<file path="config.mk">
export PLATFORM = sky130hd
export DESIGN_NAME = ir_sensor_poll_sequencer
export DESIGN_NICKNAME = d
export VERILOG_FILES = /design/src/irps_pkg.sv /design/src/irps_ctrl.sv /design/src/irps_dp.sv /design/src/ir_sensor_poll_sequencer.sv
export SDC_FILE = /design/constraint.sdc
export NUM_CORES = 1
export LEC_CHECK = 0
export ABC_CLOCK_PERIOD_IN_PS = 5800
export BUFFER_PORTS_ARGS = -buffer_cell sky130_fd_sc_hd__buf_2
export CAP_MARGIN = 25
export CORE_MARGIN = 8
export CORE_UTILIZATION = 49
export CTS_BUF_LIST = sky130_fd_sc_hd__clkbuf_8 sky130_fd_sc_hd__clkbuf_16
export CTS_CLUSTER_SIZE = 40
export DETAILED_ROUTE_END_ITERATION = 6
export PLACE_DENSITY = 0.64
export SYNTH_ARGS = -nofsm -noshare
export SYNTH_HDL_FRONTEND = slang
export SYNTH_SLANG_ARGS = --single-unit
</file>
<file path="constraint.sdc">
create_clock -name clk -period 5.8 [get_ports clk]
set_input_delay 1.74 -clock clk [delete_from_list [all_inputs] [get_ports clk]]
set_output_delay 1.74 -clock clk [all_outputs]
set_load 0.02 [all_outputs]
</file>
<file path="src/irps_pkg.sv">
// ----------------------------------------------------------------------------
// irps_pkg
// Types, codes and field layout shared by the infrared sensor poll sequencer.
// ----------------------------------------------------------------------------
package irps_pkg;

    // Input beat layout (s_tdata), lowest bit first.
    localparam int RX_FIRST_LSB  = 0;
    localparam int RX_SECOND_LSB = 8;
    localparam int RX_STATUS_LSB = 16;
    localparam int WAS_READ_BIT  = 24;
    localparam int IN_DATA_W     = 32;

    // Output beat layout (m_tdata), lowest bit first.
    localparam int OUT_FIELDS_W  = 69;
    localparam int OUT_DATA_W    = 72;

    localparam int CFG_INDEX_W   = 3;
    localparam int CFG_DATA_W    = 16;

    // Register indexes of the configuration port.
    localparam logic [CFG_INDEX_W-1:0] REG_RESOLUTION    = 3'd0;
    localparam logic [CFG_INDEX_W-1:0] REG_SETUP_ENABLE  = 3'd1;
    localparam logic [CFG_INDEX_W-1:0] REG_LEFT_NEUTRAL  = 3'd2;
    localparam logic [CFG_INDEX_W-1:0] REG_RIGHT_NEUTRAL = 3'd3;
    localparam logic [CFG_INDEX_W-1:0] REG_TOP_NEUTRAL   = 3'd4;
    localparam logic [CFG_INDEX_W-1:0] REG_PUBLISH_EN    = 3'd5;

    // Bytes sent to the converters.
    localparam logic [7:0] VER_OC_MASK     = 8'h10;
    localparam logic [7:0] SELECT_TWO_MASK = 8'h20;
    localparam logic [7:0] START_CONV_MASK = 8'h80;
    localparam int         NOT_READY_BIT   = 7;

    // Filter arithmetic: numerator magnitude stays below 2^19.
    localparam int NUM_W     = 20;
    localparam int MAG_W     = NUM_W - 1;
    localparam int DIV_STEPS = MAG_W;
    localparam int STEP_W    = 5;

    typedef enum logic [1:0] {
        OP_POLL     = 2'd0,
        OP_HOR_DONE = 2'd1,
        OP_VER_DONE = 2'd2
    } opcode_t;

    typedef enum logic [1:0] {
        CMD_NONE  = 2'd0,
        CMD_WRITE = 2'd1,
        CMD_READ  = 2'd2
    } command_t;

    typedef enum logic [2:0] {
        PH_IDLE         = 3'd0,
        PH_READ_ONE     = 3'd1,
        PH_TWO_SELECTED = 3'd2,
        PH_READ_TWO     = 3'd3,
        PH_ONE_SELECTED = 3'd4,
        PH_CONFIGURE    = 3'd5
    } hor_phase_t;

    typedef enum logic [1:0] {
        SLOT_LEFT  = 2'd0,
        SLOT_RIGHT = 2'd1,
        SLOT_TOP   = 2'd2
    } slot_t;

    typedef enum logic [2:0] {
        ST_IDLE,
        ST_PREP,
        ST_DIV,
        ST_COMMIT,
        ST_DONE
    } ctrl_state_t;

    typedef struct packed {
        logic [1:0]         resolution;
        logic               setup_enable;
        logic signed [15:0] left_neutral;
        logic signed [15:0] right_neutral;
        logic signed [15:0] top_neutral;
        logic               publish_enable;
    } cfg_t;

    // Commands from the controller to the datapath.
    typedef struct packed {
        logic       load;
        slot_t      slot;
        logic       prep;
        logic       step;
        logic       commit;
        logic       out_load;
        command_t   hor_command;
        logic [7:0] hor_write_byte;
        command_t   ver_command;
        logic [7:0] ver_write_byte;
        logic       publish;
    } dp_cmd_t;

    // Status from the datapath to the controller.
    typedef struct packed {
        logic out_free;
    } dp_status_t;

endpackage

</file>
<file path="src/irps_ctrl.sv">
// ----------------------------------------------------------------------------
// irps_ctrl
// Poll and phase state machine, and sequencing of the filter datapath.
// ----------------------------------------------------------------------------
module irps_ctrl
    import irps_pkg::*;
(
    input  logic       clk,
    input  logic       rst_n,
    input  cfg_t       cfg,
    input  logic       in_valid,
    output logic       in_ready,
    input  logic [1:0] opcode,
    input  logic [7:0] rx_status,
    input  logic       was_read,
    output dp_cmd_t    cmd,
    input  dp_status_t status
);

    ctrl_state_t      state_reg, state_next;
    logic [STEP_W-1:0] step_reg, step_next;
    hor_phase_t       phase_reg, phase_next;
    logic             hor_busy_reg, hor_busy_next;
    logic             ver_busy_reg, ver_busy_next;
    logic             hor_setup_reg, hor_setup_next;
    logic             ver_setup_reg, ver_setup_next;
    logic             hor_fresh_reg, hor_fresh_next;
    logic             ver_fresh_reg, ver_fresh_next;

    command_t   hcmd_reg, hcmd_next;
    logic [7:0] hbyte_reg, hbyte_next;
    command_t   vcmd_reg, vcmd_next;
    logic [7:0] vbyte_reg, vbyte_next;
    logic       pub_reg, pub_next;
    slot_t      slot_reg, slot_next;

    logic       accept;
    logic       filter;
    logic [7:0] k_byte;

    assign in_ready = (state_reg == ST_IDLE);
    assign accept   = in_valid && in_ready;
    assign k_byte   = {6'd0, cfg.resolution};

    always_ff @(posedge clk or negedge rst_n)
    begin
        if (!rst_n)
        begin
            state_reg     <= ST_IDLE;
            step_reg      <= '0;
            phase_reg     <= PH_IDLE;
            hor_busy_reg  <= 1'b0;
            ver_busy_reg  <= 1'b0;
            hor_setup_reg <= 1'b0;
            ver_setup_reg <= 1'b0;
            hor_fresh_reg <= 1'b0;
            ver_fresh_reg <= 1'b0;
        end
        else
        begin
            state_reg     <= state_next;
            step_reg      <= step_next;
            phase_reg     <= phase_next;
            hor_busy_reg  <= hor_busy_next;
            ver_busy_reg  <= ver_busy_next;
            hor_setup_reg <= hor_setup_next;
            ver_setup_reg <= ver_setup_next;
            hor_fresh_reg <= hor_fresh_next;
            ver_fresh_reg <= ver_fresh_next;
        end
    end

    always_ff @(posedge clk)
    begin
        hcmd_reg  <= hcmd_next;
        hbyte_reg <= hbyte_next;
        vcmd_reg  <= vcmd_next;
        vbyte_reg <= vbyte_next;
        pub_reg   <= pub_next;
        slot_reg  <= slot_next;
    end

    // Event decoding: all protocol decisions are taken in the accept cycle.
    always_comb
    begin
        phase_next     = phase_reg;
        hor_busy_next  = hor_busy_reg;
        ver_busy_next  = ver_busy_reg;
        hor_setup_next = hor_setup_reg;
        ver_setup_next = ver_setup_reg;
        hor_fresh_next = hor_fresh_reg;
        ver_fresh_next = ver_fresh_reg;
        hcmd_next      = hcmd_reg;
        hbyte_next     = hbyte_reg;
        vcmd_next      = vcmd_reg;
        vbyte_next     = vbyte_reg;
        pub_next       = pub_reg;
        slot_next      = slot_reg;
        filter         = 1'b0;

        if (accept)
        begin
            hcmd_next  = CMD_NONE;
            hbyte_next = '0;
            vcmd_next  = CMD_NONE;
            vbyte_next = '0;
            pub_next   = 1'b0;
            unique case (opcode)
                OP_POLL:
                begin
                    if (!hor_busy_reg && phase_reg == PH_IDLE)
                    begin
                        if (cfg.setup_enable && !hor_setup_reg)
                        begin
                            hcmd_next  = CMD_WRITE;
                            hbyte_next = k_byte | START_CONV_MASK;
                            phase_next = PH_CONFIGURE;
                        end
                        else
                        begin
                            hcmd_next      = CMD_READ;
                            hor_fresh_next = 1'b0;
                            phase_next     = PH_READ_ONE;
                        end
                        hor_busy_next = 1'b1;
                    end
                    if (!ver_busy_reg)
                    begin
                        if (cfg.setup_enable && !ver_setup_reg)
                        begin
                            vcmd_next  = CMD_WRITE;
                            vbyte_next = k_byte | VER_OC_MASK;
                        end
                        else
                        begin
                            vcmd_next      = CMD_READ;
                            ver_fresh_next = 1'b0;
                        end
                        ver_busy_next = 1'b1;
                    end
                end
                OP_HOR_DONE:
                begin
                    hor_busy_next = 1'b0;
                    unique case (phase_reg)
                        PH_READ_ONE:
                        begin
                            if (rx_status[NOT_READY_BIT])
                            begin
                                hcmd_next = CMD_READ;
                            end
                            else
                            begin
                                filter     = 1'b1;
                                slot_next  = SLOT_LEFT;
                                hcmd_next  = CMD_WRITE;
                                hbyte_next = k_byte | SELECT_TWO_MASK | START_CONV_MASK;
                                phase_next = PH_TWO_SELECTED;
                            end
                            hor_busy_next = 1'b1;
                        end
                        PH_TWO_SELECTED:
                        begin
                            hcmd_next     = CMD_READ;
                            hor_busy_next = 1'b1;
                            phase_next    = PH_READ_TWO;
                        end
                        PH_READ_TWO:
                        begin
                            if (rx_status[NOT_READY_BIT])
                            begin
                                hcmd_next = CMD_READ;
                            end
                            else
                            begin
                                filter         = 1'b1;
                                slot_next      = SLOT_RIGHT;
                                hor_fresh_next = 1'b1;
                                if (cfg.publish_enable && ver_fresh_reg)
                                begin
                                    pub_next       = 1'b1;
                                    hor_fresh_next = 1'b0;
                                    ver_fresh_next = 1'b0;
                                end
                                hcmd_next  = CMD_WRITE;
                                hbyte_next = k_byte | START_CONV_MASK;
                                phase_next = PH_ONE_SELECTED;
                            end
                            hor_busy_next = 1'b1;
                        end
                        PH_CONFIGURE:
                        begin
                            hor_setup_next = 1'b1;
                            phase_next     = PH_IDLE;
                        end
                        default:
                        begin
                            phase_next = PH_IDLE;
                        end
                    endcase
                end
                OP_VER_DONE:
                begin
                    ver_busy_next = 1'b0;
                    if (was_read)
                    begin
                        filter         = 1'b1;
                        slot_next      = SLOT_TOP;
                        ver_fresh_next = 1'b1;
                        if (cfg.publish_enable && hor_fresh_reg)
                        begin
                            pub_next       = 1'b1;
                            hor_fresh_next = 1'b0;
                            ver_fresh_next = 1'b0;
                        end
                    end
                    else
                    begin
                        ver_setup_next = 1'b1;
                    end
                end
                default:
                begin
                    // Unused opcode: nothing changes, no commands.
                end
            endcase
        end
    end

    // Sequencer for the filter datapath and the result register.
    always_comb
    begin
        state_next         = state_reg;
        step_next          = step_reg;
        cmd                = '0;
        cmd.slot           = slot_reg;
        cmd.hor_command    = hcmd_reg;
        cmd.hor_write_byte = hbyte_reg;
        cmd.ver_command    = vcmd_reg;
        cmd.ver_write_byte = vbyte_reg;
        cmd.publish        = pub_reg;

        unique case (state_reg)
            ST_IDLE:
            begin
                if (accept)
                begin
                    cmd.load   = filter;
                    cmd.slot   = slot_next;
                    state_next = filter ? ST_PREP : ST_DONE;
                end
            end
            ST_PREP:
            begin
                cmd.prep   = 1'b1;
                step_next  = '0;
                state_next = ST_DIV;
            end
            ST_DIV:
            begin
                cmd.step  = 1'b1;
                step_next = step_reg + 1'b1;
                if (step_reg == STEP_W'(DIV_STEPS - 1))
                begin
                    state_next = ST_COMMIT;
                end
            end
            ST_COMMIT:
            begin
                cmd.commit = 1'b1;
                state_next = ST_DONE;
            end
            ST_DONE:
            begin
                if (status.out_free)
                begin
                    cmd.out_load = 1'b1;
                    state_next   = ST_IDLE;
                end
            end
            default:
            begin
                state_next = ST_IDLE;
            end
        endcase
    end

endmodule

</file>
<file path="src/irps_dp.sv">
// ----------------------------------------------------------------------------
// irps_dp
// Offset, recursive filter with a bit-serial divider, and the result register.
// ----------------------------------------------------------------------------
module irps_dp
    import irps_pkg::*;
(
    input  logic                  clk,
    input  logic                  rst_n,
    input  cfg_t                  cfg,
    input  logic [7:0]            rx_first,
    input  logic [7:0]            rx_second,
    input  dp_cmd_t               cmd,
    output dp_status_t            status,
    output logic                  m_tvalid,
    input  logic                  m_tready,
    output logic [OUT_DATA_W-1:0] m_tdata
);

    logic [15:0]       filt_reg [3];
    logic [15:0]       sample_reg;
    slot_t             slot_reg;
    logic [MAG_W-1:0]  quo_reg;
    logic [3:0]        rem_reg;
    logic              neg_reg;
    logic              valid_reg;
    logic [OUT_DATA_W-1:0] data_reg;

    logic [15:0]       neutral_sel;
    logic [15:0]       neutral_sh;
    logic [15:0]       prev;
    logic [NUM_W-1:0]  num;
    logic [NUM_W-1:0]  mag;
    logic [4:0]        divisor;
    logic [4:0]        trial;
    logic              fits;
    logic [MAG_W-1:0]  quotient;

    always_comb
    begin
        unique case (cmd.slot)
            SLOT_LEFT:  neutral_sel = cfg.left_neutral;
            SLOT_RIGHT: neutral_sel = cfg.right_neutral;
            default:    neutral_sel = cfg.top_neutral;
        endcase
    end

    // The scaled neutral wraps to 16 bits, as does the difference.
    assign neutral_sh = neutral_sel << cfg.resolution;
    assign prev       = filt_reg[slot_reg];
    assign num        = ({{(NUM_W-16){prev[15]}}, prev} << cfg.resolution)
                      + {{(NUM_W-16){sample_reg[15]}}, sample_reg};
    assign mag        = num[NUM_W-1] ? (~num + 1'b1) : num;

    assign divisor  = (5'd1 << cfg.resolution) + 5'd1;
    assign trial    = {rem_reg, quo_reg[MAG_W-1]};
    assign fits     = (trial >= divisor);
    assign quotient = neg_reg ? (~quo_reg + 1'b1) : quo_reg;

    always_ff @(posedge clk)
    begin
        if (cmd.load)
        begin
            sample_reg <= {rx_first, rx_second} - neutral_sh;
            slot_reg   <= cmd.slot;
        end
        if (cmd.prep)
        begin
            quo_reg <= mag[MAG_W-1:0];
            rem_reg <= '0;
            neg_reg <= num[NUM_W-1];
        end
        else if (cmd.step)
        begin
            rem_reg <= fits ? 4'(trial - divisor) : trial[3:0];
            quo_reg <= {quo_reg[MAG_W-2:0], fits};
        end
        if (cmd.out_load)
        begin
            data_reg <= {
                {(OUT_DATA_W-OUT_FIELDS_W){1'b0}},
                filt_reg[SLOT_TOP],
                filt_reg[SLOT_RIGHT],
                filt_reg[SLOT_LEFT],
                cmd.publish,
                cmd.ver_write_byte,
                cmd.ver_command,
                cmd.hor_write_byte,
                cmd.hor_command
            };
        end
    end

    always_ff @(posedge clk or negedge rst_n)
    begin
        if (!rst_n)
        begin
            filt_reg[0] <= '0;
            filt_reg[1] <= '0;
            filt_reg[2] <= '0;
            valid_reg   <= 1'b0;
        end
        else
        begin
            if (cmd.commit)
            begin
                filt_reg[slot_reg] <= quotient[15:0];
            end
            if (cmd.out_load)
            begin
                valid_reg <= 1'b1;
            end
            else if (m_tready)
            begin
                valid_reg <= 1'b0;
            end
        end
    end

    assign status.out_free = !valid_reg || m_tready;
    assign m_tvalid        = valid_reg;
    assign m_tdata         = data_reg;

endmodule

</file>
<file path="src/ir_sensor_poll_sequencer.sv">
// ----------------------------------------------------------------------------
// ir_sensor_poll_sequencer
// Poll sequencer for a two-channel horizontal and a single vertical IR ADC.
// ----------------------------------------------------------------------------
// Usage:
// Events enter on the s_ beat channel: tuser carries the opcode (poll tick,
// horizontal done, vertical done) and tdata the received bytes. Each accepted
// beat yields exactly one m_ beat with the commands for both links, the
// publish strobe and the three current filtered values.
// An event that does not filter a sample is decoded in the accept cycle
// and then loaded into the result register. An event that filters goes
// through these steps in order: offset the sample, form the filter
// numerator, 19 steps of the one-bit-a-cycle divider, write the filter
// state back, and load the result. One event is worked on at a time, so
// a new event is taken only after the last one has loaded its result.
// s_tready is high whenever the sequencer is idle, also while a finished
// result still waits in the output register.
// If the receiver stalls, the result stays in the output register and the
// next event waits at the end of its work until the register frees up.
// Configuration is written through cfg_we/cfg_index/cfg_data while idle.
// Reset clears the phase machine, all flags and filtered values, and loads
// the registers with their defaults (setup and publish enabled).
// ----------------------------------------------------------------------------
module ir_sensor_poll_sequencer
    import irps_pkg::*;
(
    input  logic                   clk,
    input  logic                   rst_n,
    input  logic                   cfg_we,
    input  logic [CFG_INDEX_W-1:0] cfg_index,
    input  logic [CFG_DATA_W-1:0]  cfg_data,
    input  logic                   s_tvalid,
    output logic                   s_tready,
    // opcode[1:0]
    input  logic [1:0]             s_tuser,
    // rx_first[7:0], rx_second[15:8], rx_status[23:16], vertical_was_read[24]
    input  logic [IN_DATA_W-1:0]   s_tdata,
    output logic                   m_tvalid,
    input  logic                   m_tready,
    // hor_command[1:0], hor_write_byte[9:2], ver_command[11:10],
    // ver_write_byte[19:12], publish[20], left_value[36:21],
    // right_value[52:37], top_value[68:53]
    output logic [OUT_DATA_W-1:0]  m_tdata
);

    cfg_t       cfg_reg;
    dp_cmd_t    cmd;
    dp_status_t status;

    always_ff @(posedge clk or negedge rst_n)
    begin
        if (!rst_n)
        begin
            cfg_reg.resolution     <= 2'd0;
            cfg_reg.setup_enable   <= 1'b1;
            cfg_reg.left_neutral   <= '0;
            cfg_reg.right_neutral  <= '0;
            cfg_reg.top_neutral    <= '0;
            cfg_reg.publish_enable <= 1'b1;
        end
        else if (cfg_we)
        begin
            unique case (cfg_index)
                REG_RESOLUTION:    cfg_reg.resolution     <= cfg_data[1:0];
                REG_SETUP_ENABLE:  cfg_reg.setup_enable   <= cfg_data[0];
                REG_LEFT_NEUTRAL:  cfg_reg.left_neutral   <= cfg_data;
                REG_RIGHT_NEUTRAL: cfg_reg.right_neutral  <= cfg_data;
                REG_TOP_NEUTRAL:   cfg_reg.top_neutral    <= cfg_data;
                REG_PUBLISH_EN:    cfg_reg.publish_enable <= cfg_data[0];
                default:
                begin
                    // Writes beyond the register list are dropped.
                end
            endcase
        end
    end

    irps_ctrl u_ctrl (
        .clk       (clk),
        .rst_n     (rst_n),
        .cfg       (cfg_reg),
        .in_valid  (s_tvalid),
        .in_ready  (s_tready),
        .opcode    (s_tuser),
        .rx_status (s_tdata[RX_STATUS_LSB +: 8]),
        .was_read  (s_tdata[WAS_READ_BIT]),
        .cmd       (cmd),
        .status    (status)
    );

    irps_dp u_dp (
        .clk       (clk),
        .rst_n     (rst_n),
        .cfg       (cfg_reg),
        .rx_first  (s_tdata[RX_FIRST_LSB +: 8]),
        .rx_second (s_tdata[RX_SECOND_LSB +: 8]),
        .cmd       (cmd),
        .status    (status),
        .m_tvalid  (m_tvalid),
        .m_tready  (m_tready),
        .m_tdata   (m_tdata)
    );

endmodule

</file>
==> results.ini, run 1 <==
[yosys]
yosysTopAreaCellShare_pct = 25.6
ys_types = 82
yosys_register_bits = 232
yosysWarnings = 0
synth_edf_count = 108
synth_top_area_cell = edfxtp_1
synthFlopType = dfrtp_1
syn_area_mm2 = 0.0127
syn_inst = 1144
synth_area_per_cell_um2 = 11.1
ys_seq_area_share_pct = 49.8
synthTopCellsByArea = edfxtp_1, dfrtp_1, mux2_2, ha_1, mux2i_1
ys_async_sr_fraction_pct = 50.9

[clock_network]
postCtsSetupBuffers = 0
insertion_delay_ps = 530
cts_tree = done
clockRootBuffer = clkbuf_16
cts_hold_buf = 0
cts_buffers = 25
cts.sinks = 232
cts_max_level = 1
cts_resized = 0
clkSlewWorstSetupHoldPaths_ps = 60
clock_path_buffers = 3

[placed_design]
dpl_cell_area_mm2 = 0.0137
dp_hpwl_um = 20400
numPortBuffers = 105
place_congestion = 0.860
dp_cells = 1579

[worst_hold_path]
hp-start = u_ctrl.hbyte_reg[1]$_SDFFCE_PP0P_
hold_end = u_dp.m_tdata[3]$_DFFE_PP_
min_path_type = flop to flop
hold-path-cell-count = 0

[setup_path]
path_cells = buf_2, inv_1, ha_1, a32oi_1, o2bb2ai_4, buf_4, mux2i_1, o21ai_0, mux2i_1, mux2i_1, inv_1, ha_1, and2_1, a31o_2, o31ai_1, o21ai_0, a21o_1, a21oi_1, xnor2_1
crit_path_max_incr_delay_ps = 490
r2r_slack_ps = 950
rr_startpoint = u_dp.slot_reg[1]$_DFFE_PP_
rr_worst_depth = 16
path_class = primary input to flop
worstPathMaxFanout = 6
critPathBufInv = 4
cp-end-kind = flop
r2r_end = u_dp.quo_reg[18]$_DFFE_PP_
critPathTopFamily = compound AO/OA/AOI/OAI gates
crit_path_top_delay_cell = o21ai_0
crit_required_ps = 6070
cpMostUsedCell = mux2i_1
worstSetupStartpointType = primary input
crit_arrival_ps = 5530

[run_status]
status = complete, no violations

[timing]
worst_slew_pin_slew_ps = 932
slew_headroom_pct = 37.8
final_hold_viol_count = 0
rsz0062_at_grt = false
fmax_mhz = 190
tns_ps = 0
fin_skew_ps = 12.1
maxSlewViolCount = 0
fin_crit_ps = 5260
finalSetupViolCount = 0
finalCritPeriodShare_pct = 90.7

[die]
core_mm2 = 0.0258
die_h_um = 177
io-pin-count = 132
die_w_um = 177
row_count = 59
initial_utilization_pct = 49.2
dieArea_mm2 = 0.0313

[cells_and_area]
diodes = 0
finalNetCount = 1378
drive_above_1_share_pct = 24.8
multi_input_area_mm2 = 0.00599
layout_common_cells = nand2_1, dfrtp_1, edfxtp_1
instances_no_fill = 1625
seq_area_mm2 = 0.00632
final_common_cell = nand2_1
final_area_mm2 = 0.0145
largest_reg_flops = 59
fin_util_pct = 56.4
nFillCells = 2235
area_growth_pct = 14.6

[grt]
antenna_found_initial = 1
grt_overflow = 0
grtUsageTotal_pct = 17.1
grt_max_degree = 46
grt_pass1_wl_um = 44000
grt_pass1_vias = 8644

[route]
dr_total_vias = 8884
wl_per_cell_um = 16.6
routed_wl_um = 27000
drc = 0
final_antenna_net_count = 0
first_iter_violations = 400
first_pass_iters = 5
vias_per_cell = 5.47

[pwr]
peakVddDrop_uv = 348
cellPowerDensity_mw_per_mm2 = 402
p_leak_nw = 6.18

[run]
max_cap_violations = 0

-- cell usage after synthesis (13+ instances only) --
cell and count:
nor2b_1 15, mux4_2 13, o21ai_0 98, edfxtp_1 108
nor3_1 14, nand3_1 13, ha_1 46, inv_1 41
a21oi_1 64, dfrtp_1 116, buf_4 13, mux2_2 78
nor2_1 69, xnor2_1 26, mux2i_1 53, clkbuf_1 34
xor2_1 26, nand2_1 116
-- stage by stage --
stage,setup WS (ps),total power [mW],hold WS [ps]
floorplan,0.346,3.80,400
global placement,-47.5,4.36,401
detailed placement,-62.3,4.40,405
CTS,480,5.91,419
global route,188,6.21,426
finish,537,5.84,418
-- layer usage --
layer / GRT usage (%) / wire, µm / part of all wire [%]
met1: 22.1 / 12400 / 46
met2: 29.5 / 12800 / 47
met3: 2.88 / 1320 / 4.9
met4: 3.92 / 476 / 1.8
met5: 0 / 12 / 0.044
-- area by class of cell --
cell class | count | area share, %
timing repair buffer | 148 | 5.86
inverter | 43 | 1.11
clock buffer | 29 | 4.69
tap | 335 | 2.89
multi-input combinational | 821 | 41.2
clock inverter | 17 | 0.706
sequential | 232 | 43.5
-- cell families (layout without fill, tap and decap cells) --
family / after synthesis / count (layout) / synth area share (%)
adders and majority gates: 49 / 49 / 5.01
other: 2 / 13 / 0.0592
AOI/OAI and AO/OA: 259 / 259 / 12.9
muxes: 144 / 144 / 13.4
and+or+nand+nor: 304 / 304 / 11.7
buffers and inverters: 102 / 237 / 3.49
DFF: 232 / 232 / 49.8
xor gates and xnor gates: 52 / 52 / 3.59
-- worst max-delay path by stage --
stage | from | to | slack, ps | cells after the start
detailed placement | s_tuser[0] | u_dp.sample_reg[15]$_DFFE_PP_ | -60 | 19
global route | s_tdata[23] | u_dp.sample_reg[14]$_DFFE_PP_ | 190 | 21
finish | s_tuser[0] | u_dp.sample_reg[15]$_DFFE_PP_ | 540 | 19
global placement | s_tdata[23] | u_dp.sample_reg[15]$_DFFE_PP_ | -50 | 18
CTS | s_tuser[0] | u_dp.sample_reg[15]$_DFFE_PP_ | 480 | 19
floorplan | s_tuser[0] | u_dp.sample_reg[15]$_DFFE_PP_ | 0.3 | 22
-- power breakdown --
group	internal (mW)	total [mW]	switching [mW]
Sequential	2.15	2.34	0.192
Clock	0.843	1.49	0.645
Combinational	0.887	2.01	1.12
Total	3.88	5.84	1.96
-- worst register-to-register path, delay by kind of cell (launching register included) --
| kind | cells | cell delay, ps |
|---|---|---|
| fa+ha+maj | 1 | 320 |
| simple gates | 6 | 1610 |
| buf+inv | 1 | 290 |
| flops | 1 | 430 |
| compound gates | 8 | 1940 |
(Power assumes the default switching activity.)
==> run 2: changes to the inputs <==
--- a/config.mk
+++ b/config.mk
@@ -5,7 +5,7 @@
 export SDC_FILE = /design/constraint.sdc
 export NUM_CORES = 1
 export LEC_CHECK = 0
-export ABC_CLOCK_PERIOD_IN_PS = 5800
+export ABC_CLOCK_PERIOD_IN_PS = 6500
 export BUFFER_PORTS_ARGS = -buffer_cell sky130_fd_sc_hd__buf_2
 export CAP_MARGIN = 25
 export CORE_MARGIN = 8
==> constraint.sdc (replaced) <==
create_clock -name clk -period 6.5 [get_ports clk]
set_input_delay 1.95 -clock clk [delete_from_list [all_inputs] [get_ports clk]]
set_output_delay 1.95 -clock clk [all_outputs]
set_load 0.02 [all_outputs]
==> results.ini, run 2 (synthesis results as in run 1) <==
[worst_hold_path]
min_path_type = flop to flop
hp-start = u_ctrl.hcmd_reg[0]$_SDFFCE_PP0P_

[setup_path]
worstSetupStartpointType = primary input
critPathBufInv = 2
cp-end-kind = flop
crit_required_ps = 6890
crit_path_top_delay_cell = o2bb2ai_4
crit_arrival_ps = 6160
crit_path_max_incr_delay_ps = 430
critPathTopFamily = compound AO/OA/AOI/OAI gates
path_class = primary input to flop
critPathLaunch = s_tdata[23]
path_cells = buf_2, nor4bb_1, a32oi_1, o2bb2ai_4, buf_4, mux2i_1, o21ai_0, mux2_2, o21ai_0, ha_1, o21ai_0, a21boi_0, o21ai_0, a21boi_0, o2111ai_1, a31oi_1, or4_1, nand3_1
rr_startpoint = u_dp.slot_reg[0]$_DFFE_PP_
cpMostUsedCell = o21ai_0
r2r_slack_ps = 1410
worstPathMaxFanout = 11

[timing]
slew_headroom_pct = 32.7
finalCritPeriodShare_pct = 88.8
whs_ps = 418
fin_skew_ps = 5.86
finalSetupViolCount = 0
fin_ws_ps = 728
worst_slew_pin_slew_ps = 1000
rsz0062_at_grt = false
fin_crit_ps = 5770
tns_ps = 0
fmax_mhz = 173
maxSlewViolCount = 0
final_hold_viol_count = 0

[pwr]
finalPower_mw = 5.21
p_leak_nw = 6.11
peakVddDrop_uv = 303
cellPowerDensity_mw_per_mm2 = 361

[clock_network]
clkSlewWorstSetupHoldPaths_ps = 60
cts_buffers = 25
cts_resized = 0
postCtsSetupBuffers = 0
cts_tree = done
cts_hold_buf = 0
clock_path_buffers = 3
cts.sinks = 232
insertion_delay_ps = 520
cts_max_level = 1
clockRootBuffer = clkbuf_16

[cells_and_area]
finalNetCount = 1356
area_growth_pct = 13.9
final_common_cell = nand2_1
final_area_mm2 = 0.0144
drive_above_1_share_pct = 23.3
diodes = 0
largest_reg_flops = 59
layout_common_cells = nand2_1, dfrtp_1, edfxtp_1

[route]
drc = 0
first_iter_violations = 437
routed_wl_um = 26900
vias_per_cell = 5.43
dr_total_vias = 8707
wl_per_cell_um = 16.8
first_pass_iters = 5
final_antenna_net_count = 0

[grt]
grtUsageTotal_pct = 17.1
grt_overflow = 0
grt_max_degree = 76
antenna_found_initial = 1
grt_pass1_vias = 8575
grt_pass1_wl_um = 44000

[die]
core_mm2 = 0.0258
die_w_um = 177
io-pin-count = 132
die_h_um = 177
row_count = 59
initial_utilization_pct = 49.2
dieArea_mm2 = 0.0313

[placed_design]
numPortBuffers = 105
place_congestion = 0.857
dp_hpwl_um = 20100
dpl_cell_area_mm2 = 0.0136
pre_cts_ws_ps = 194

[run_status]
status = complete, no violations

[run]
max_cap_violations = 0

==> run 2: changes by cell type in the layout (fill, tap and decap cells not counted) <==
cell	before	now
buf_16	0	1
clkinvlp_4	3	1
inv_6	1	0
bufinv_16	0	3
clkinv_1	2	4
clkinv_2	5	3
buf_4	44	21
==> run 2: worst register-to-register path, stage by stage (launching register included) <==
cell	delay [ps]
edfxtp_1	660
nor2b_1	250
buf_4	210
nand2_1	80
o21ai_0	350
mux4_2	640
ha_1	450
nand4_1	200
or2_2	350
nor4_1	480
o41ai_1	150
a21oi_1	190
xor2_1	120
nor4_1	380
a31oi_1	140
o31a_1	180
==> run 2: cell type report <==
| class | instances | area, µm² |
|---|---|---|
| fillers | 2227 | 11300 |
| flip-flops and latches | 232 | 6320 |
| multi-input cells | 821 | 5990 |
| repair buffers | 126 | 706 |
| clock buffers | 29 | 681 |
| well taps | 335 | 419 |
| clock inverters | 17 | 166 |
| inverters | 43 | 161 |
==> run 2: path summary, 6_finish.rpt <==
kind | endpoint | depth (start not counted)
setup / recovery | u_dp.sample_reg[14]$_DFFE_PP_ | 18
hold / removal | u_dp.m_tdata[0]$_DFFE_PP_ | 0
setup reg to reg | u_dp.quo_reg[18]$_DFFE_PP_ | 15
hold reg to reg | u_dp.m_tdata[0]$_DFFE_PP_ | 0
max in group asynchronous | u_dp.filt_reg[34]$_DFFE_PN0P_ | 3
min in group asynchronous | cfg_reg[45]$_DFFE_PN0P_ | 1
==> run 2: layer usage <==
metal	track usage, %	part of all wire, %	vias to the layer above
met5	0	0.048	-
met4	5.01	2.5	2
met3	3.22	5.2	40
met1	22.7	46	4126
li1	-	-	4358
met2	28.2	46	181
==> run 2: power breakdown <==
group | switching (mW) | total, mW | internal, mW
clock network | 0.563 | 1.43 | 0.867
registers | 0.166 | 2.09 | 1.92
logic | 0.981 | 1.70 | 0.716
==> run 2: per-stage QoR <==
step	utilization, %	std cells
after floorplan	-	1155
after global placement	52.7	1556
after detailed placement	52.7	1556
after CTS	56.0	1602
after global routing	56.1	1603
final	56.1	1603
==> run 3: changes to the inputs <==
--- a/config.mk
+++ b/config.mk
@@ -14,6 +14,7 @@
 export CTS_CLUSTER_SIZE = 40
 export DETAILED_ROUTE_END_ITERATION = 6
 export PLACE_DENSITY = 0.64
+export REMOVE_ABC_BUFFERS = 1
 export SYNTH_ARGS = -nofsm -noshare
 export SYNTH_HDL_FRONTEND = slang
 export SYNTH_SLANG_ARGS = --single-unit
==> constraint.sdc (replaced) <==
create_clock -name clk -period 6.5 [get_ports clk]
set_input_delay 0 -clock clk [delete_from_list [all_inputs] [get_ports clk]]
set_output_delay 0 -clock clk [all_outputs]
set_load 0.02 [all_outputs]
==> results.ini, run 3 (synthesis results as in run 1) <==
[route]
routed_wl_um = 26500
dr_total_vias = 8854
wl_per_cell_um = 16.2
vias_per_cell = 5.43
first_iter_violations = 458
final_antenna_net_count = 0
drc = 0
first_pass_iters = 5

[die]
row_count = 59
die_h_um = 177
die_w_um = 177
core_mm2 = 0.0258
io-pin-count = 132
dieArea_mm2 = 0.0313
initial_utilization_pct = 49.2

[clock_network]
cts_max_level = 1
cts_tree = done
insertion_delay_ps = 520
clockRootBuffer = clkbuf_16
cts_hold_buf = 35
cts_resized = 0
cts.sinks = 232
cts_buffers = 25
clock_path_buffers = 3
clkSlewWorstSetupHoldPaths_ps = 60
postCtsSetupBuffers = 0

[worst_hold_path]
min_path_type = primary input to flop
hold-path-cell-count = 4

[setup_path]
cp-end-kind = flop
endpoint = u_dp.sample_reg[15]$_DFFE_PP_
cp.depth = 18
worstPathMaxFanout = 25
r2r_end = u_dp.sample_reg[15]$_DFFE_PP_
crit_required_ps = 6750
critPathTopFamily = compound AO/OA/AOI/OAI gates
rr_worst_depth = 18
worstSetupStartpointType = flop
rr_startpoint = u_ctrl.state_reg[0]$_DFFE_PN0P_
critPathBufInv = 1
path_cells = nor4b_4, o211ai_1, a22oi_2, inv_2, o21ai_1, nand2_1, o21a_1, or2_2, ha_1, nor2b_1, o21a_1, o21ai_0, a211oi_1, o31ai_1, o21ai_0, a21o_1, a21oi_1, xnor2_1
r2r_slack_ps = 1330
path_class = flop to flop
crit_path_max_incr_delay_ps = 530
critPathLaunch = u_ctrl.state_reg[0]$_DFFE_PN0P_
crit_arrival_ps = 5420
crit_path_top_delay_cell = nor4b_4

[pwr]
cellPowerDensity_mw_per_mm2 = 350
p_leak_nw = 6.18
peakVddDrop_uv = 227

[grt]
antenna_found_initial = 0
grt_pass1_wl_um = 44000
grt_overflow = 0
grtUsageTotal_pct = 16.9
grt_max_degree = 62
grt_pass1_vias = 8772

[cells_and_area]
diodes = 0
finalNetCount = 1384
area_growth_pct = 15.6
layout_common_cells = nand2_1, dfrtp_1, edfxtp_1
nFillCells = 2180
largest_reg_flops = 59
multi_input_area_mm2 = 0.00599
seq_area_mm2 = 0.00632
drive_above_1_share_pct = 22.1

[timing]
fin_crit_ps = 5170
slew_headroom_pct = 36.1
fmax_mhz = 193
maxSlewViolCount = 0
finalCritPeriodShare_pct = 79.5
worst_slew_pin_slew_ps = 957
tns_ps = 0
finalSetupViolCount = 0
final_hold_viol_count = 0
rsz0062_at_grt = false
whs_ps = 26.6
fin_skew_ps = 10.0

[placed_design]
place_congestion = 0.865
dp_hpwl_um = 19200
numPortBuffers = 105

[run_status]
status = complete, no violations

[run]
max_cap_violations = 0

[run 3: how the worst min path moves through the flow]
| stage | endpoint | slack [ps] | startpoint |
|---|---|---|---|
| detailed placement | cfg_reg[40]$_DFFE_PN0P_ | 140 | rst_n |
| finish | u_dp.sample_reg[4]$_DFFE_PP_ | 30 | s_tdata[12] |
| global route | u_dp.sample_reg[4]$_DFFE_PP_ | 50 | s_tdata[12] |
| global placement | cfg_reg[40]$_DFFE_PN0P_ | 140 | rst_n |
| CTS | u_dp.sample_reg[4]$_DFFE_PP_ | 1 | s_tdata[12] |
| floorplan | cfg_reg[10]$_DFFE_PN0P_ | -300 | rst_n |
[run 3: worst reg2reg max path, stage by stage, from the launching register on]
cell,delay [ps]
dfrtp_1,460
nor4b_4,530
o211ai_1,180
a22oi_2,480
inv_2,320
o21ai_1,280
nand2_1,80
o21a_1,140
or2_2,290
ha_1,270
nor2b_1,130
o21a_1,170
o21ai_0,330
a211oi_1,160
o31ai_1,400
o21ai_0,220
a21o_1,210
a21oi_1,160
xnor2_1,100
[run 3: metrics by stage]
| step | area [µm²] | cells | power [mW] | util [%] | setup WS [ps] |
|---|---|---|---|---|---|
| finish | 14700 | 1630 | 5.12 | 56.9 | 1330 |
| global route | 14700 | 1630 | 5.46 | 56.9 | 896 |
| CTS | 14700 | 1630 | 5.18 | 56.9 | 1310 |
| detailed placement | 13500 | 1550 | 3.79 | 52.5 | 1330 |
| global placement | 13500 | 1550 | 3.76 | 52.5 | 1400 |
| floorplan | 12400 | 1096 | 3.35 | - | 1110 |
[run 3: per-layer routing]
layer | vias up | global-route usage (%) | routed length, µm
li1 | 4425 | - | -
met5 | - | 0 | 0
met1 | 4203 | 22.6 | 12500
met2 | 188 | 28.5 | 12300
met4 | 0 | 3.89 | 471
met3 | 38 | 2.58 | 1290
[run 3: cell type report]
class | count | share of cell area, %
Clock buffer | 26 | 4.36
Multi-Input combinational cell | 821 | 40.9
Timing Repair Buffer | 154 | 6.71
Tap cell | 335 | 2.86
Inverter | 43 | 1.10
Clock inverter | 19 | 0.990
Sequential cell | 232 | 43.1
[run 3: report_power, final]
group / leakage, nW / switching (mW) / internal, mW / total [mW]
registers: 2.59 / 0.154 / 1.92 / 2.07
logic: 3.19 / 0.988 / 0.706 / 1.69
clock network: 0.399 / 0.567 / 0.789 / 1.36
